[src/rtl/class_file_structure_walker_unit_assert.svh]
`ifndef CLASS_FILE_STRUCTURE_WALKER_UNIT_ASSERT_SVH
`define CLASS_FILE_STRUCTURE_WALKER_UNIT_ASSERT_SVH

// same-cycle implication, sampled on clk, off during rst
`define CFSW_ASSERT_NOW(lbl, ante, cons, msg) \
  lbl: assert property (@(posedge clk) disable iff (rst) (ante) |-> (cons)) \
    else $error(msg);

// next-cycle implication, sampled on clk, off during rst
`define CFSW_ASSERT_NEXT(lbl, ante, cons, msg) \
  lbl: assert property (@(posedge clk) disable iff (rst) (ante) |=> (cons)) \
    else $error(msg);

`endif

[src/rtl/cfsw_pkg.sv]
`timescale 1ns / 1ps

package cfsw_pkg;

  localparam int OFFSET_BITS = 32;

  localparam logic [4:0] PH_MAGIC    = 5'd0;
  localparam logic [4:0] PH_MINOR    = 5'd1;
  localparam logic [4:0] PH_MAJOR    = 5'd2;
  localparam logic [4:0] PH_PCOUNT   = 5'd3;
  localparam logic [4:0] PH_TAG      = 5'd4;
  localparam logic [4:0] PH_ULEN     = 5'd5;
  localparam logic [4:0] PH_PSKIP    = 5'd6;
  localparam logic [4:0] PH_CLSHEAD  = 5'd7;
  localparam logic [4:0] PH_ICOUNT   = 5'd8;
  localparam logic [4:0] PH_ISKIP    = 5'd9;
  localparam logic [4:0] PH_F_COUNT  = 5'd10;
  localparam logic [4:0] PH_M_COUNT  = 5'd15;
  localparam logic [4:0] PH_A_COUNT  = 5'd20;
  localparam logic [4:0] PH_A_ACOUNT = 5'd22;
  localparam logic [4:0] PH_A_ANAME  = 5'd23;
  localparam logic [4:0] PH_A_ASKIP  = 5'd24;
  localparam logic [4:0] PH_DONE     = 5'd25;
  localparam logic [4:0] PH_STOP     = 5'd26;

  localparam logic [4:0] SUB_COUNT  = 5'd0;
  localparam logic [4:0] SUB_HEAD   = 5'd1;
  localparam logic [4:0] SUB_ACOUNT = 5'd2;
  localparam logic [4:0] SUB_ANAME  = 5'd3;
  localparam logic [4:0] SUB_ASKIP  = 5'd4;

  localparam logic [1:0] GR_FIELD  = 2'd0;
  localparam logic [1:0] GR_METHOD = 2'd1;
  localparam logic [1:0] GR_CLASS  = 2'd2;

  localparam logic [1:0] EV_ENTRY    = 2'd0;
  localparam logic [1:0] EV_COMPLETE = 2'd1;
  localparam logic [1:0] EV_UNKNOWN  = 2'd2;
  localparam logic [1:0] EV_TRUNC    = 2'd3;

  localparam logic [31:0] MAGIC_WORD = 32'hCAFE_BABE;
  localparam logic [15:0] BODY_UTF8  = 16'hFFFF;

  typedef struct packed {
    logic [4:0]             phase;
    logic [31:0]            gather;
    logic [2:0]             gather_count;
    logic [15:0]            pool_left;
    logic [15:0]            list_left;
    logic [15:0]            attr_left;
    logic [31:0]            skip_left;
    logic [OFFSET_BITS-1:0] byte_offset;
    logic [15:0]            slot_number;
    logic                   magic_flag;
    logic [15:0]            major_held;
  } state_t;

  // PH_MAGIC is the all-zero code
  localparam state_t STATE_RESET = '0;

  typedef struct packed {
    logic [1:0]  event_kind;
    logic [7:0]  entry_tag;
    logic [15:0] entry_slot;
    logic [31:0] entry_offset;
    logic [31:0] total_size;
    logic        magic_good;
    logic [15:0] major_ver;
  } result_t;

  function automatic logic [15:0] tag_body(input logic [7:0] tag);
    logic [15:0] r;
    case (tag)
      8'd1: r = BODY_UTF8;
      8'd3, 8'd4: r = 16'd4;
      8'd5, 8'd6: r = 16'd8;
      8'd7, 8'd8, 8'd16, 8'd19, 8'd20: r = 16'd2;
      8'd9, 8'd10, 8'd11, 8'd12, 8'd17, 8'd18: r = 16'd4;
      8'd15: r = 16'd3;
      default: r = 16'd0;
    endcase
    return r;
  endfunction

  function automatic logic [31:0] sat32(input logic [OFFSET_BITS-1:0] v);
    logic [63:0] w;
    w = 64'(v);
    return (w > 64'hFFFF_FFFF) ? 32'hFFFF_FFFF : w[31:0];
  endfunction

endpackage

[src/rtl/class_file_structure_walker_unit.sv]
// A byte on s_* is held in the input stage; its event is registered for m_*.
// Throughput: one byte per cycle while m_* takes results; one state pass per byte.
// A waiting result stalls the walk: the input stage holds one byte, then s_tready drops.
// Reset: synchronous rst empties both stages and returns the walk to the magic header.
`timescale 1ns / 1ps
`include "class_file_structure_walker_unit_assert.svh"

module class_file_structure_walker_unit (
  input  logic         clk,
  input  logic         rst,
  input  logic         s_tvalid,
  output logic         s_tready,
  input  logic [7:0]   s_tdata,   // [7:0] data_byte
  input  logic [0:0]   s_tuser,   // [0] first_byte
  input  logic         s_tlast,   // final_byte
  output logic         m_tvalid,
  input  logic         m_tready,
  output logic [111:0] m_tdata,   // [7:0] entry_tag, [23:8] entry_slot,
                                  // [55:24] entry_offset, [87:56] total_size,
                                  // [88] magic_good, [104:89] major_ver, rest zero
  output logic [1:0]   m_tuser    // [1:0] event_kind
);
  import cfsw_pkg::*;

  logic    in_valid;
  logic    [7:0] in_byte;
  logic    in_first;
  logic    in_final;
  state_t  st;
  state_t  st_next;
  logic    ev_valid;
  result_t ev;
  logic    out_valid;
  result_t out_res;
  logic    advance;

  assign advance  = in_valid && (!out_valid || m_tready);
  assign s_tready = !in_valid || advance;

  cfsw_step u_step (
    .st         (st),
    .data_byte  (in_byte),
    .first_byte (in_first),
    .final_byte (in_final),
    .st_next    (st_next),
    .ev_valid   (ev_valid),
    .ev         (ev)
  );

  always_ff @(posedge clk) begin
    if (rst) begin
      in_valid  <= 1'b0;
      out_valid <= 1'b0;
      st        <= STATE_RESET;
    end else begin
      if (s_tready) in_valid <= s_tvalid;
      if (advance) st <= st_next;
      if (advance && ev_valid) out_valid <= 1'b1;
      else if (m_tready) out_valid <= 1'b0;
    end
  end

  always_ff @(posedge clk) begin
    if (s_tvalid && s_tready) begin
      in_byte  <= s_tdata;
      in_first <= s_tuser[0];
      in_final <= s_tlast;
    end
    if (advance && ev_valid) out_res <= ev;
  end

  assign m_tvalid = out_valid;
  assign m_tuser  = out_res.event_kind;
  assign m_tdata  = {7'd0, out_res.major_ver, out_res.magic_good, out_res.total_size,
                     out_res.entry_offset, out_res.entry_slot, out_res.entry_tag};

  `CFSW_ASSERT_NOW(a_gather_bound, 1'b1, st.gather_count <= 3'd6, "gather count overrun")
  `CFSW_ASSERT_NOW(a_size_only_done, out_valid && out_res.event_kind != EV_COMPLETE, out_res.total_size == 32'd0, "size on non-complete event")
  `CFSW_ASSERT_NEXT(a_event_loaded, advance && ev_valid, out_valid, "event lost")
  `CFSW_ASSERT_NEXT(a_end_holds, (st.phase == PH_DONE || st.phase == PH_STOP) && !(advance && in_first), st.phase == $past(st.phase), "walk left end without restart")

endmodule

[src/rtl/cfsw_step.sv]
`timescale 1ns / 1ps

module cfsw_step (
  input  cfsw_pkg::state_t  st,
  input  logic [7:0]        data_byte,
  input  logic              first_byte,
  input  logic              final_byte,
  output cfsw_pkg::state_t  st_next,
  output logic              ev_valid,
  output cfsw_pkg::result_t ev
);
  import cfsw_pkg::*;

  function automatic state_t enter_gather(input state_t s, input logic [4:0] ph);
    state_t r;
    r = s;
    r.phase = ph;
    r.gather = '0;
    r.gather_count = '0;
    return r;
  endfunction

  function automatic state_t enter_skip(input state_t s, input logic [4:0] ph,
                                        input logic [31:0] n);
    state_t r;
    r = s;
    r.phase = ph;
    r.skip_left = n;
    return r;
  endfunction

  function automatic state_t pool_next(input state_t s);
    return (s.pool_left == 16'd0) ? enter_skip(s, PH_CLSHEAD, 32'd6)
                                  : enter_gather(s, PH_TAG);
  endfunction

  function automatic logic [4:0] group_base(input logic [1:0] g);
    logic [4:0] r;
    case (g)
      GR_FIELD:  r = PH_F_COUNT;
      GR_METHOD: r = PH_M_COUNT;
      default:   r = PH_A_COUNT;
    endcase
    return r;
  endfunction

  function automatic state_t rec_next(input state_t s, input logic [1:0] g);
    state_t r;
    r = s;
    if (s.list_left == 16'd0) begin
      if (g == GR_FIELD) r = enter_gather(s, PH_M_COUNT);
      else r = enter_gather(s, PH_A_ACOUNT);
    end else begin
      r.list_left = s.list_left - 16'd1;
      r = enter_skip(r, group_base(g) + SUB_HEAD, 32'd6);
    end
    return r;
  endfunction

  function automatic state_t attr_next(input state_t s, input logic [1:0] g);
    state_t r;
    r = s;
    if (s.attr_left == 16'd0) begin
      if (g == GR_CLASS) r.phase = PH_DONE;
      else r = rec_next(s, g);
    end else begin
      r.attr_left = s.attr_left - 16'd1;
      r = enter_gather(r, group_base(g) + SUB_ANAME);
    end
    return r;
  endfunction

  state_t      cur;
  state_t      nx;
  logic        idle;
  logic [31:0] g_new;
  logic [2:0]  gc_new;
  logic [15:0] n16;
  logic [31:0] skip_dec;
  logic        skip_done;
  logic [15:0] body;
  logic [15:0] use_cnt;
  logic [1:0]  grp;
  logic [4:0]  sub;
  logic        tag_known;
  logic        tag_unknown;

  always_comb begin
    cur = first_byte ? STATE_RESET : st;
    nx = cur;
    g_new = {cur.gather[23:0], data_byte};
    gc_new = cur.gather_count + 3'd1;
    n16 = g_new[15:0];
    skip_dec = (cur.skip_left != 32'd0) ? cur.skip_left - 32'd1 : 32'd0;
    skip_done = (skip_dec == 32'd0);
    body = tag_body(data_byte);
    use_cnt = (data_byte == 8'd5 || data_byte == 8'd6) ? 16'd2 : 16'd1;
    tag_known = 1'b0;
    tag_unknown = 1'b0;
    idle = cur.phase >= PH_A_COUNT && cur.phase != PH_A_ACOUNT &&
           cur.phase != PH_A_ANAME && cur.phase != PH_A_ASKIP;
    if (cur.phase >= PH_A_COUNT) begin
      grp = GR_CLASS;
      sub = cur.phase - PH_A_COUNT;
    end else if (cur.phase >= PH_M_COUNT) begin
      grp = GR_METHOD;
      sub = cur.phase - PH_M_COUNT;
    end else begin
      grp = GR_FIELD;
      sub = cur.phase - PH_F_COUNT;
    end

    if (!idle) begin
      nx.gather = g_new;
      nx.gather_count = gc_new;
      case (cur.phase)
        PH_MAGIC: begin
          if (gc_new >= 3'd4) begin
            nx.magic_flag = (g_new == MAGIC_WORD);
            nx = enter_gather(nx, PH_MINOR);
          end
        end
        PH_MINOR: begin
          if (gc_new >= 3'd2) nx = enter_gather(nx, PH_MAJOR);
        end
        PH_MAJOR: begin
          if (gc_new >= 3'd2) begin
            nx.major_held = n16;
            nx = enter_gather(nx, PH_PCOUNT);
          end
        end
        PH_PCOUNT: begin
          if (gc_new >= 3'd2) begin
            nx.pool_left = (n16 != 16'd0) ? n16 - 16'd1 : 16'd0;
            nx.slot_number = 16'd1;
            nx = pool_next(nx);
          end
        end
        PH_TAG: begin
          nx.gather = cur.gather;
          nx.gather_count = cur.gather_count;
          if (body == 16'd0) begin
            tag_unknown = 1'b1;
            nx.phase = PH_STOP;
          end else begin
            tag_known = 1'b1;
            nx.pool_left = (cur.pool_left > use_cnt) ? cur.pool_left - use_cnt : 16'd0;
            nx.slot_number = cur.slot_number + use_cnt;
            if (body == BODY_UTF8) nx = enter_gather(nx, PH_ULEN);
            else nx = enter_skip(nx, PH_PSKIP, {16'd0, body});
          end
        end
        PH_ULEN: begin
          if (gc_new >= 3'd2) begin
            if (n16 == 16'd0) nx = pool_next(nx);
            else nx = enter_skip(nx, PH_PSKIP, {16'd0, n16});
          end
        end
        PH_PSKIP: begin
          nx.gather = cur.gather;
          nx.gather_count = cur.gather_count;
          nx.skip_left = skip_dec;
          if (skip_done) nx = pool_next(nx);
        end
        PH_CLSHEAD: begin
          nx.gather = cur.gather;
          nx.gather_count = cur.gather_count;
          nx.skip_left = skip_dec;
          if (skip_done) nx = enter_gather(nx, PH_ICOUNT);
        end
        PH_ICOUNT: begin
          if (gc_new >= 3'd2) begin
            if (n16 == 16'd0) nx = enter_gather(nx, PH_F_COUNT);
            else nx = enter_skip(nx, PH_ISKIP, {15'd0, n16, 1'b0});
          end
        end
        PH_ISKIP: begin
          nx.gather = cur.gather;
          nx.gather_count = cur.gather_count;
          nx.skip_left = skip_dec;
          if (skip_done) nx = enter_gather(nx, PH_F_COUNT);
        end
        default: begin
          case (sub)
            SUB_COUNT: begin
              if (gc_new >= 3'd2) begin
                nx.list_left = n16;
                nx = rec_next(nx, grp);
              end
            end
            SUB_HEAD: begin
              nx.gather = cur.gather;
              nx.gather_count = cur.gather_count;
              nx.skip_left = skip_dec;
              if (skip_done) nx = enter_gather(nx, group_base(grp) + SUB_ACOUNT);
            end
            SUB_ACOUNT: begin
              if (gc_new >= 3'd2) begin
                nx.attr_left = n16;
                nx = attr_next(nx, grp);
              end
            end
            SUB_ANAME: begin
              if (gc_new >= 3'd6) begin
                if (g_new == 32'd0) nx = attr_next(nx, grp);
                else nx = enter_skip(nx, group_base(grp) + SUB_ASKIP, g_new);
              end
            end
            default: begin
              nx.gather = cur.gather;
              nx.gather_count = cur.gather_count;
              nx.skip_left = skip_dec;
              if (skip_done) nx = attr_next(nx, grp);
            end
          endcase
        end
      endcase
      if (!(&cur.byte_offset)) nx.byte_offset = cur.byte_offset + OFFSET_BITS'(1);
    end

    ev_valid = 1'b0;
    ev.event_kind = EV_ENTRY;
    ev.entry_tag = 8'd0;
    ev.entry_slot = 16'd0;
    ev.entry_offset = 32'd0;
    ev.total_size = 32'd0;
    if (!idle) begin
      if (nx.phase == PH_DONE) begin
        ev_valid = 1'b1;
        ev.event_kind = EV_COMPLETE;
        ev.total_size = sat32(nx.byte_offset);
      end else if (tag_unknown) begin
        ev_valid = 1'b1;
        ev.event_kind = EV_UNKNOWN;
        ev.entry_tag = data_byte;
        ev.entry_slot = cur.slot_number;
        ev.entry_offset = sat32(cur.byte_offset);
      end else if (final_byte) begin
        ev_valid = 1'b1;
        ev.event_kind = EV_TRUNC;
        ev.entry_offset = sat32(nx.byte_offset);
        nx.phase = PH_STOP;
      end else if (tag_known) begin
        ev_valid = 1'b1;
        ev.event_kind = EV_ENTRY;
        ev.entry_tag = data_byte;
        ev.entry_slot = cur.slot_number;
        ev.entry_offset = sat32(cur.byte_offset);
      end
    end
    ev.magic_good = nx.magic_flag;
    ev.major_ver = nx.major_held;
    st_next = nx;
  end

endmodule
[config.mk]
export PLATFORM = sky130hd
export DESIGN_NAME = class_file_structure_walker_unit
export DESIGN_NICKNAME = d
export VERILOG_FILES = /design/src/rtl/cfsw_pkg.sv /design/src/rtl/class_file_structure_walker_unit.sv /design/src/rtl/cfsw_step.sv
export VERILOG_INCLUDE_DIRS = /design/src /design/src/rtl
export SDC_FILE = /design/constraint.sdc
export NUM_CORES = 1
export LEC_CHECK = 0
export BUFFER_PORTS_ARGS = -buffer_cell sky130_fd_sc_hd__buf_2
export CORE_MARGIN = 2
export CORE_UTILIZATION = 46
export CTS_CLUSTER_DIAMETER = 50
export DETAILED_ROUTE_END_ITERATION = 12
export SLEW_MARGIN = 10
export SYNTH_ARGS = -nofsm -noshare
export SYNTH_HDL_FRONTEND = slang
export SYNTH_SLANG_ARGS = --single-unit
[constraint.sdc]
create_clock -name clk -period 16.6 [get_ports clk]
set_clock_uncertainty 0.1 [all_clocks]
set_input_delay 3.32 -clock clk [delete_from_list [all_inputs] [get_ports clk]]
set_output_delay 3.32 -clock clk [all_outputs]
set_load 0.01 [all_outputs]
# Word level (Yosys, flattened, before mapping)
# Memories as Yosys holds them, arrays and structs flattened. A register that Yosys moved wholly into a read port is not among the register bits.
# Index checks and enable logic that the tools add are counted.
# word_totals
romBits,512
reg_bits,304
out_inout_bits,116
n_memories,1
# op_classes
n_reduce_logical,31
eq_ne,22
bitwise_logic,1
n_addsub,20
order_cmp,6
muxes,123
# mem_list
name,depth,word_bits,read_ports,rd_ports_with_merged_regs,wr,line,rtl
(no name shown),32,16,1,1,0,cfsw_pkg.sv:73,case (tag)
# op_table
cell,n
two-way mux 185 bit,29
case mux 185 bit (10 select lines),1
two-way mux 182 bit,5
case mux 185 bit (4 select lines),1
two-way mux 180 bit,4
two-way mux 5 bit,55
logical NOT 16 bit,6
two-way mux 32 bit,3
logical NOT 32 bit,2
two-way mux 58 bit,1
two-way mux 56 bit,1
two-way mux 16 bit,3
"subtractor 16 x 1 -> 16 bit, second input constant",3
"adder 32 x 1 -> 32 bit, second input constant",1
"== test 32 bit, second input constant",1
AND reduction 32 bit,1
nonzero test 32 bit,1
"subtractor 32 x 1 -> 32 bit, second input constant",1
two-way mux 24 bit,1
"adder 5 x 1 -> 5 bit, second input constant",4
"adder 5 x 2 -> 5 bit, second input constant",4
"== test 5 x 2 -> 1 bit, second input constant",4
"== test 5 x 3 -> 1 bit, second input constant",4
adder 16 bit,1
33 further kinds,66

# Logic depth before layout (Yosys ltp)
# Gate-level depths: netlist (run 1).
# depth
depth_word,29
depth_mapped,27
mapped_depth_nobuf,18

# Modules after synthesis
# A second synthesis (run 1) with hierarchy kept.
# unflattened
hier_cells,3105
hier_area_um2,24330.8
# by_module_without_submodules
mod,area_each_um2,n_inst,seq_area_each_um2,cells_per_inst
cfsw_step,12345.6,1,0.0,2166
class_file_structure_walker_unit,11985.2,1,7257.0,939

# Worst setup path before layout (run 1)
# OpenSTA, ideal clock, no wires.
# synth_path
path_kind,register to register
from,register in_first
to,"register out_res, in the netlist m_tdata[0], enable pin"
path_slack_ns,4.357
setup_ns,0.608
period_less_slack_ns,12.243
stages_incl_launch_ff,23
path_buffers,11
t_arrival_ns,11.535
cell_sequence,edfxtp_1 > clkbuf_1 > clkbuf_1 > buf_1 > clkbuf_1 > buf_1 > clkbuf_1 > buf_1 > clkbuf_1 > clkbuf_1 > clkbuf_1 > buf_1 > nor2b_1 > ha_1 > xnor2_1 > nor2_1 > nor2_1 > a2111oi_0 > o32a_1 > or4b_4 > nor3_4 > nand2_1 > a21oi_1
# synth_via
elab_chain_cells,27
elab_cells_between_ends,152
# synth_rtl
element,line,rtl
"start, declared",class_file_structure_walker_unit.sv:27,logic in_first;
"start signal, assigned",class_file_structure_walker_unit.sv:66,in_first <= s_tuser[0];
two-way mux 185 bit (*),cfsw_step.sv:89,cur = first_byte ? STATE_RESET : st;
>= comparator 5 x 4 -> 1 bit,cfsw_step.sv:105,end else if (cur.phase >= PH_M_COUNT) begin
two-way mux 1 bit,cfsw_step.sv:105,
two-way mux 2 bit,cfsw_step.sv:102,if (cur.phase >= PH_A_COUNT) begin
== test 2 x 1 -> 1 bit or logical NOT 2 bit (tied branches),"cfsw_step.sv:39, cfsw_step.sv:51",
case mux 5 bit (2 select lines),cfsw_step.sv:39,case (g)
two-way mux 5 bit,cfsw_step.sv:50,if (s.list_left == 16'd0) begin
two-way mux 5 bit,cfsw_step.sv:64,if (g == GR_CLASS) r.phase = PH_DONE;
[... 11 more ...],--,
two-way mux 185 bit,cfsw_step.sv:204,if (gc_new >= 3'd6) begin
case mux 185 bit (4 select lines),cfsw_step.sv:184,case (sub)
case mux 185 bit (10 select lines),cfsw_step.sv:116,case (cur.phase)
two-way mux 185 bit,cfsw_step.sv:113,if (!idle) begin
== test 5 bit,cfsw_step.sv:228,if (nx.phase == PH_DONE) begin
two-way mux 1 bit,cfsw_step.sv:228,
two-way mux 1 bit (*),cfsw_step.sv:227,if (!idle) begin
logical AND 1 bit (*),class_file_structure_walker_unit.sv:69,if (advance && ev_valid) out_res <= ev;
"end signal, assigned",class_file_structure_walker_unit.sv:69,
"end, declared",class_file_structure_walker_unit.sv:34,result_t out_res;
# Every way passes the cells marked *; elsewhere a longest branch is shown, timed or not. The select of a mux whose other input is x is not followed.
# A chain may end at the register's enable or synchronous reset.

# Final worst setup path (run 1)
# layout_path
from,register in_first
to,"register out_res, in the netlist m_tdata[50], enable pin"
# Same word-level chain as after synthesis.

==> results.md, run 1 <==
- Number of buffers inserted during clock tree synthesis: 45
- CTS root buffer: sky130_fd_sc_hd__clkbuf_16
- Footprint of the multi-input gates: 14,200 um^2
- Detailed-placement wirelength estimate: 67,100 um
- Register bit total from synthesis: 301
- Fraction of registers with async set/reset: 0%
- Clock latency on the worst-skew pair: 0.59 ns
- Via count normalized by instance count: 6.93
- Cell area after technology mapping: 22,500 um^2
- Setup repair after global routing missed its margin: no
- Vertical die dimension: 225 um
- Net switching component of the power: 0.740 mW
- Number of H-tree levels: 2
- Fraction of power spent switching nets: 32.7%
- Final critical delay including setup and external delays: 7.90 ns
- Worst Path Class, Setup: flop to flop
- Met1 Wirelength: 38,800 um
- Number of enable-type register cells in the synthesized netlist: 117
- Routed WL: 96,400 um
- Max rail drop VDD: 0.0000814 V
- CTS tree: yes
- Number of cells after detailed placement: 3,588
- Sequential standard cell area: 7200 um^2
- Post-Route Utilization: 52.2%
- Largest area contributor in the netlist: sky130_fd_sc_hd__dfxtp_1
- Post-CTS setup buffers: 0
- Reg2Reg Setup Slack: 8.70 ns
- Type of the tightest min-delay check: flop to flop
- CORE AREA: 47,900 um^2
- Overall Power: 2.26 mW
- Post-route setup TNS: 0 ns
- Sequential area share after synthesis: 32.1%
- CTS hold repair buffers: 0
- Largest net degree at the start of global routing: 104
- Count of cell types in the netlist: 101
- Leakage power total: 8.98 nW
- Capturing element type of the critical path: flop
- Yosys warnings: 0
- Clock group share of total power: 44.7%
- Pwr per Cell Area: 90.5 nW/um^2
- Filler cell count in the final layout: 4,736
- Total of max-cap violations: 0
- Cells after synthesis: 3,028
- Area enclosed by the die boundary: 50,600 um^2
- Least-Margin Pin Slew: 1.30 ns
- Weighted congestion at the end of routability-driven global placement: 0.995
- Commonest register cell after synthesis: sky130_fd_sc_hd__dfxtp_1
- Element type at the critical path start: flop
- Number of DRC markers after the initial detailed-route iteration: 3,649
- Area growth from synthesis to layout: 11.4%
- Critical path peak fanout: 65
- I/O pins: 130
- Clock tree sinks: 301
- Highest achievable clock rate: 0.127 GHz
- Fraction of layout cells with a size suffix above 1: 10.7%
- Final setup viols: 0
- Antenna violations before repair: 2
- Global-route total usage across every layer: 37.0%
- Number of standard-cell rows in the floorplan: 80
- Detailed-routed wire length on met3: 11,000 um
- Cell types occupying the most area after synthesis: sky130_fd_sc_hd__dfxtp_1, sky130_fd_sc_hd__edfxtp_1, sky130_fd_sc_hd__a21oi_1
- Clock tree buffer depth: 3
- Count of TritonRoute iterations in the first routing pass: 7
- Number of port buffers: 122
- Resized Gates After CTS: 0
- Vias in the first global route: 23.6k
- Final period util: 47.6%
- Starting density of the core: 46.8%
- Chip width: 225 um
- Number of pins with negative max-slew slack in the final report: 0
- CTS clock-pin slew for the worst setup and hold paths: 0.06 ns
- Final instance count without filler cells: 3,672
- Wire length on met2: 42,000 um
- Mapped Avg Cell Area: 7.41 um^2
- Final Hold Fails: 0
- Yosys top cell area share: 16.4%
- Wire length of the first global-routing pass: 145,000 um
- Power share of the sequential group: 35.5%
- Remaining number of nets flagged by the antenna check after routing: 0
- Status: finished clean
- CP required: 16.70 ns
- Via Count: 25.4k
- Routed WL per cell: 26.3 um
- Slew margin rel.: 13.1%
- Congestion Overflow GR: 0
- Final net count: 3,066
- Internal power summed over all cells: 1.52 mW
- Arrival time reported for the critical path endpoint: 8.00 ns
- Portion of total power attributed to combinational logic: 19.8%
- DRC violations left: 0
- Worst slack, placed: 8.96 ns
- Post-layout worst setup margin: 8.70 ns
- Top routing layer used: met5
[area by class of cell]
type | count | share of cell area (%)
multi-input cells | 2445 | 56.8
flip-flops and latches | 301 | 28.8
clock buffers | 54 | 4.80
repair buffers | 185 | 4.39
well taps | 615 | 3.08
clock inverters | 29 | 1.49
inverters | 42 | 0.640
diodes | 1 | 0.0100
[flip-flops by register name, indices dropped and copies added, names as in the netlist, named ones only]
| name | count |
|---|---|
| in_valid | 1 |
| m_tdata | 105 |
| in_byte | 8 |
| st | 177 |
| in_final | 1 |
| m_tvalid | 1 |
| in_first | 1 |
| m_tuser | 2 |
[power by group through the flow]
stage	registers (mW)	clock network (mW)	logic [mW]
6_report	0.804	1.01	0.448
5_1_grt	0.804	1.05	0.472
4_1_cts	0.802	1.03	0.429
3_5_place_dp	0.817	0	0.428
3_3_place_gp	0.817	0	0.427
2_1_floorplan	0.809	0	0.293
[cells in the mapped netlist, types with 17 or more instances]
cell type	instances
sky130_fd_sc_hd__a211oi_1	36
sky130_fd_sc_hd__a21o_1	17
sky130_fd_sc_hd__a21oi_1	278
sky130_fd_sc_hd__a221oi_1	23
sky130_fd_sc_hd__a22o_1	22
sky130_fd_sc_hd__a22oi_1	80
sky130_fd_sc_hd__a31oi_1	37
sky130_fd_sc_hd__a32oi_1	18
sky130_fd_sc_hd__and2_1	40
sky130_fd_sc_hd__and3_1	50
sky130_fd_sc_hd__buf_1	24
sky130_fd_sc_hd__clkbuf_1	202
sky130_fd_sc_hd__dfxtp_1	184
sky130_fd_sc_hd__edfxtp_1	117
sky130_fd_sc_hd__ha_1	30
sky130_fd_sc_hd__inv_1	38
sky130_fd_sc_hd__nand2_1	356
sky130_fd_sc_hd__nand3_1	86
sky130_fd_sc_hd__nand4_1	33
sky130_fd_sc_hd__nor2_1	360
sky130_fd_sc_hd__nor2b_1	70
sky130_fd_sc_hd__nor3_1	96
sky130_fd_sc_hd__nor4_1	41
sky130_fd_sc_hd__o211ai_1	36
sky130_fd_sc_hd__o21ai_0	270
sky130_fd_sc_hd__o22ai_1	37
sky130_fd_sc_hd__o31ai_1	22
sky130_fd_sc_hd__or3_1	25
sky130_fd_sc_hd__xnor2_1	40
sky130_fd_sc_hd__xor2_1	29
[layout by cell type (no fill, tap or decap), drive strengths merged, types with 25 or more instances in the layout]
cell,instances
o21ai,281
xor2,29
and2,41
nor3,104
or3,25
a21oi,279
nand2,357
and3,50
nor4,46
nor2,360
o22ai,37
nand3,88
inv,52
ha,30
a22oi,80
a211oi,36
buf,185
dfxtp,184
xnor2,40
o211ai,37
a31oi,37
nand4,34
clkbuf,54
edfxtp,117
nor2b,70
[metal layers]
metal,GRT usage (%),up-vias
met2,56.8,1755
met4,16.3,2
met5,0.684,-
li1,-,11300
met1,49.9,12000
met3,8.27,322
[critical path, stage by stage, from the launching register on]
cell	delay [ns]
sky130_fd_sc_hd__edfxtp_1	0.43
sky130_fd_sc_hd__buf_4	0.30
sky130_fd_sc_hd__nor2b_1	0.43
sky130_fd_sc_hd__clkinv_1	0.51
sky130_fd_sc_hd__ha_1	0.44
sky130_fd_sc_hd__a21oi_1	0.14
sky130_fd_sc_hd__buf_4	0.22
sky130_fd_sc_hd__a211oi_1	0.09
sky130_fd_sc_hd__a221oi_1	0.67
sky130_fd_sc_hd__nand2_1	0.63
sky130_fd_sc_hd__buf_4	0.48
sky130_fd_sc_hd__o2111ai_1	0.16
sky130_fd_sc_hd__nor4_1	0.06
sky130_fd_sc_hd__nor3_1	0.24
sky130_fd_sc_hd__a211oi_1	0.20
sky130_fd_sc_hd__a311oi_2	0.55
sky130_fd_sc_hd__nand2_1	0.33
sky130_fd_sc_hd__a21oi_4	0.18
sky130_fd_sc_hd__buf_4	0.49
sky130_fd_sc_hd__buf_4	0.71
[kinds of logic after synthesis]
| family | count (synthesis) | synth area share, % |
|---|---|---|
| XOR/XNOR | 69 | 2.69 |
| flip-flops | 301 | 32.1 |
| multiplexers | 12 | 0.552 |
| AND/OR/NAND/NOR | 1255 | 27.0 |
| adder cells (fa/ha/maj) | 32 | 1.85 |
| buffers and inverters | 288 | 5.07 |
| AO/OA/AOI/OAI | 1070 | 30.8 |
| other | 1 | 0.0167 |
[stage by stage]
step                      hold WS [ns]  instance area (um^2)
after floorplan                  0.326                 22500
after global placement           0.337                 23400
after detailed placement         0.350                 23400
after CTS                        0.359                 25000
after global routing             0.379                 25000
final                            0.357                 25000
[worst paths after layout]
kind	from	to	cells past startpoint
setup / recovery	in_first	m_tdata[50]	19
hold / removal	st[1]	st[1]	2
setup reg to reg	in_first	m_tdata[50]	19
hold reg to reg	st[1]	st[1]	2
Power figures use the tool's default switching activity.
==> run 2, diff against run 1 <==
--- a/config.mk
+++ b/config.mk
@@ -6,6 +6,7 @@
 export SDC_FILE = /design/constraint.sdc
 export NUM_CORES = 1
 export LEC_CHECK = 0
+export ABC_AREA = 1
 export BUFFER_PORTS_ARGS = -buffer_cell sky130_fd_sc_hd__buf_2
 export CORE_MARGIN = 2
 export CORE_UTILIZATION = 46
==> constraint.sdc (replaced) <==
create_clock -name clk -period 7.8 [get_ports clk]
set_clock_uncertainty 0.1 [all_clocks]
set_input_delay 1.56 -clock clk [delete_from_list [all_inputs] [get_ports clk]]
set_output_delay 1.56 -clock clk [all_outputs]
set_load 0.01 [all_outputs]
==> run 2 against run 1 <==
Compared with the run above: first-iteration DRC count increased by 2.6%; global-route usage down 3.1 points; die area up 9.1%; total power is 120% higher; critical path depth grew 5; worst setup slack got worse by 7.7 ns; via count rose by 9.8%; critical path type unchanged; cell count grew 26%; routed wire length increased by 1.6%; sequential share of layout area is 2.2 points lower; sequential power rose by 120%.
==> results.md, run 2 <==
- CTS root buffer: sky130_fd_sc_hd__clkbuf_16 (unchanged)
- Power share of the sequential group: 34.6% (was 35.5%)
- Capturing element of the worst setup path: m_tdata[81] (was m_tdata[50])
- Reg2reg end: m_tdata[81] (was m_tdata[50])
- Beginning of the critical path: in_first (unchanged)
- Clock latency on the worst-skew pair: 0.61 ns (was 0.59 ns)
- Vias in the first global route: 25.5k (was 23.6k)
- Highest achievable clock rate: 0.147 GHz (was 0.127 GHz)
- I/O pins: 130 (unchanged)
- Wire length of the first global-routing pass: 150,000 um (was 145,000 um)
- Via count normalized by instance count: 6.04 (was 6.93)
- CTS clock-pin slew for the worst setup and hold paths: 0.06 ns (about the same)
- Yosys warnings: 0 (unchanged)
- Register with the highest flop count: st (unchanged)
- Status: finished clean (unchanged)
- Clock tree sinks: 301 (unchanged)
- Post-CTS setup buffers: 0 (unchanged)
- Synth Area in Compound Gates: 26.5% (was 30.8%)
- Simple-gate area share of the yosys netlist: 27.6% (was 27.0%)
- Finished Cell Area: 27,100 um^2 (was 25,000 um^2)
- Setup repair after global routing missed its margin: no (unchanged)
- Routed WL: 97,900 um (was 96,400 um)
- Clock tree buffer depth: 3 (unchanged)
- Capturing element type of the critical path: flop (unchanged)
- Final net count: 3,941 (was 3,066)
- CTS hold repair buffers: 0 (unchanged)
- Arrival time reported for the critical path endpoint: 7.00 ns (was 8.00 ns)
- Most frequent cells in the layout: sky130_fd_sc_hd__nand2_1, sky130_fd_sc_hd__nor2_1, sky130_fd_sc_hd__inv_1 (was sky130_fd_sc_hd__nand2_1, sky130_fd_sc_hd__nor2_1, sky130_fd_sc_hd__a21oi_1)
- Area after detailed placement: 25,600 um^2 (was 23,400 um^2)
- Number of enable-type register cells in the synthesized netlist: 117 (unchanged)
- Area growth from synthesis to layout: 10.5% (was 11.4%)
- Leakage power total: 11.8 nW (was 8.98 nW)
- DRC violations left: 0 (unchanged)
- Final setup viols: 0 (unchanged)
- Detailed-placement wirelength estimate: 68,600 um (was 67,100 um)
- Post-route setup TNS: 0 ns (unchanged)
- Clock group share of total power: 41.4% (was 44.7%)
- Number of flip-flops under the largest register name: 177 (unchanged)
- CORE AREA: 52,700 um^2 (was 47,900 um^2)
- Leading post-synthesis cells by instance count: sky130_fd_sc_hd__nand2_1, sky130_fd_sc_hd__nor2_1, sky130_fd_sc_hd__inv_1 (was sky130_fd_sc_hd__nor2_1, sky130_fd_sc_hd__nand2_1, sky130_fd_sc_hd__a21oi_1)
- Final period util: 87.3% (was 47.6%)
- Starting density of the core: 46.6% (was 46.8%)
- Fraction of power spent switching nets: 34.8% (was 32.7%)
- Register bit total from synthesis: 301 (unchanged)
- Largest net degree at the start of global routing: 99 (was 104)
- Multiplexer share of the synthesized area: 0% (was 0.552%)
- Via Count: 27.9k (was 25.4k)
- Cell types occupying the most area after synthesis: sky130_fd_sc_hd__dfxtp_1, sky130_fd_sc_hd__edfxtp_1, sky130_fd_sc_hd__nand2_1 (was sky130_fd_sc_hd__dfxtp_1, sky130_fd_sc_hd__edfxtp_1, sky130_fd_sc_hd__a21oi_1)
- Element type at the critical path start: flop (unchanged)
- Routed WL per cell: 21.2 um (was 26.3 um)
- Chip width: 235 um (was 225 um)
- Resized Gates After CTS: 0 (unchanged)
- Count of cell types in the netlist: 64 (was 101)
- Final critical delay including setup and external delays: 6.81 ns (was 7.90 ns)
- Reg2Reg Setup Slack: 0.99 ns (was 8.70 ns)
- Type of the tightest min-delay check: flop to flop (unchanged)
- Startpoint of the most critical register-to-register path: in_first (unchanged)
- CP required: 7.99 ns (was 16.70 ns)
- Least-Margin Pin Slew: 1.17 ns (was 1.30 ns)
- Mapped Avg Cell Area: 6.32 um^2 (was 7.41 um^2)
- Slew margin rel.: 21.7% (was 13.1%)
- Cell area after technology mapping: 24,500 um^2 (was 22,500 um^2)
- Vertical die dimension: 235 um (was 225 um)
- Total of max-cap violations: 0 (unchanged)
- Critical path peak fanout: 92 (was 65)
- Pwr per Cell Area: 187 nW/um^2 (was 90.5 nW/um^2)
- Dominant combinational cell family by area after synthesis: simple AND/OR/NAND/NOR gates (was compound AO/OA/AOI/OAI gates)
- Commonest register cell after synthesis: sky130_fd_sc_hd__dfxtp_1 (unchanged)
- Number of standard-cell rows in the floorplan: 84 (was 80)
- Number of DRC markers after the initial detailed-route iteration: 3,744 (was 3,649)
- Number of cell instances on the worst register-to-register path: 24 (was 19)
- Number of buffers inserted during clock tree synthesis: 46 (was 45)
- Filler cell count in the final layout: 5,526 (was 4,736)
- Number of pins with negative max-slew slack in the final report: 0 (unchanged)
- Antenna Diode Count: 0 (was 1)
- Largest area contributor in the netlist: sky130_fd_sc_hd__dfxtp_1 (unchanged)
- Max rail drop VDD: 0.000151 V (was 0.0000814 V)
- Fraction of layout cells with a size suffix above 1: 9.05% (was 10.7%)
- Internal power summed over all cells: 3.31 mW (was 1.52 mW)
- Overall Power: 5.08 mW (was 2.26 mW)
- Number of port buffers: 122 (unchanged)
- Final Hold Fails: 0 (unchanged)
- Most frequent cell after synthesis: sky130_fd_sc_hd__nand2_1 (was sky130_fd_sc_hd__nor2_1)
- Post-synthesis share of cell area spent on full adders, half adders and majority gates: 1.69% (was 1.85%)
- Launch instance of the worst min-delay path: st[127] (was st[1])
- Congestion Overflow GR: 0 (unchanged)
- Number of H-tree levels: 2 (unchanged)
- Cells after synthesis: 3,883 (was 3,028)
- CTS tree: yes (unchanged)
- Antenna violations before repair: 0 (was 2)
- Global-route total usage across every layer: 34.0% (was 37.0%)
- Yosys top cell area share: 15.0% (was 16.4%)
- Portion of total power attributed to combinational logic: 23.9% (was 19.8%)
- Weighted congestion at the end of routability-driven global placement: 0.991 (was 0.995)
- Most common cell after layout, fill and taps aside: sky130_fd_sc_hd__nand2_1 (unchanged)
- Sequential area share after synthesis: 29.3% (was 32.1%)
- XOR/XNOR share of the synthesized area: 2.31% (was 2.69%)
- Count of TritonRoute iterations in the first routing pass: 7 (unchanged)
- Worst Path Class, Setup: flop to flop (unchanged)
- Net switching component of the power: 1.77 mW (was 0.740 mW)
- Fraction of registers with async set/reset: 0% (unchanged)
- Remaining number of nets flagged by the antenna check after routing: 0 (unchanged)
- Area enclosed by the die boundary: 55,200 um^2 (was 50,600 um^2)
## run 2: critical path, cell delays in order, from the launching register on
cell and delay, ns:
sky130_fd_sc_hd__edfxtp_1 0.41, sky130_fd_sc_hd__inv_6 0.22, sky130_fd_sc_hd__nand2_2 0.24, sky130_fd_sc_hd__ha_1 0.21, sky130_fd_sc_hd__nand3_1 0.20, sky130_fd_sc_hd__inv_2 0.13
sky130_fd_sc_hd__nand2_2 0.11, sky130_fd_sc_hd__nor2_2 0.14, sky130_fd_sc_hd__nand2_1 0.69, sky130_fd_sc_hd__nand3_1 0.42, sky130_fd_sc_hd__nand2_1 0.09, sky130_fd_sc_hd__nor2_1 0.14
sky130_fd_sc_hd__nand2_1 0.13, sky130_fd_sc_hd__nor2_4 0.28, sky130_fd_sc_hd__nand2_2 0.39, sky130_fd_sc_hd__o21ai_2 0.76, sky130_fd_sc_hd__o21ai_1 0.15, sky130_fd_sc_hd__nand2_1 0.09
sky130_fd_sc_hd__nand3_1 0.08, sky130_fd_sc_hd__nor2_2 0.25, sky130_fd_sc_hd__nand3_2 0.16, sky130_fd_sc_hd__nand2_1 0.08, sky130_fd_sc_hd__nand2_1 0.13, sky130_fd_sc_hd__inv_4 0.37
sky130_fd_sc_hd__buf_4 0.34
## run 2: logic make-up after synthesis
kind of cell             Yosys count
XOR/XNOR                          64
AND/OR/NAND/NOR                 1610
AO/OA/AOI/OAI                   1094
flip-flops                       301
buffers and inverters            781
other                              1
adder cells (fa/ha/maj)           32
## run 2: power groups by stage
stage / registers (mW) / logic (mW) / clock network (mW)
2_1_floorplan: 1.78 / 0.824 / 0
3_3_place_gp: 1.79 / 1.17 / 0
3_5_place_dp: 1.79 / 1.17 / 0
4_1_cts: 1.76 / 1.17 / 2.14
5_1_grt: 1.77 / 1.32 / 2.20
6_report: 1.76 / 1.21 / 2.10
## run 2: cell type report
type	instances	area, um^2	area share, %
Sequential cell	301	7200	26.5
Tap cell	688	861	3.17
Clock buffer	56	1230	4.54
Timing Repair Buffer	179	1080	3.98
Inverter	560	2110	7.79
Clock inverter	29	320	1.18
Multi-Input combinational cell	2807	14300	52.8
## run 2: per-layer routing
layer | vias to the layer above | global-route usage, % | routed length, um
met2 | 1539 | 51.5 | 41800
met4 | 0 | 15.3 | 4860
li1 | 13200 | - | -
met3 | 327 | 6.83 | 10200
met1 | 12900 | 46.6 | 41100
met5 | - | 0 | 0
## run 2: per-stage QoR
| stage | utilization, % | hold WS (ns) | cells | setup WS [ns] |
|---|---|---|---|---|
| 3_5_place_dp | 48.6 | 0.355 | 4535 | 1.26 |
| 3_3_place_gp | 48.6 | 0.352 | 4535 | 1.37 |
| 5_1_grt | 51.5 | 0.377 | 4620 | 0.566 |
| 6_report | 51.5 | 0.362 | 4620 | 0.994 |
| 2_1_floorplan | - | 0.337 | 3889 | 1.21 |
| 4_1_cts | 51.5 | 0.363 | 4620 | 1.21 |
## run 2: how the worst min path moves through the flow
stage                          to  slack (ns)  cells after the start
after global placement    st[118]        0.35                      2
after global routing      st[100]        0.38                      2
after floorplan            st[18]        0.34                      2
after detailed placement  st[100]        0.36                      2
final                     st[127]        0.36                      2
after CTS                 st[100]        0.36                      2
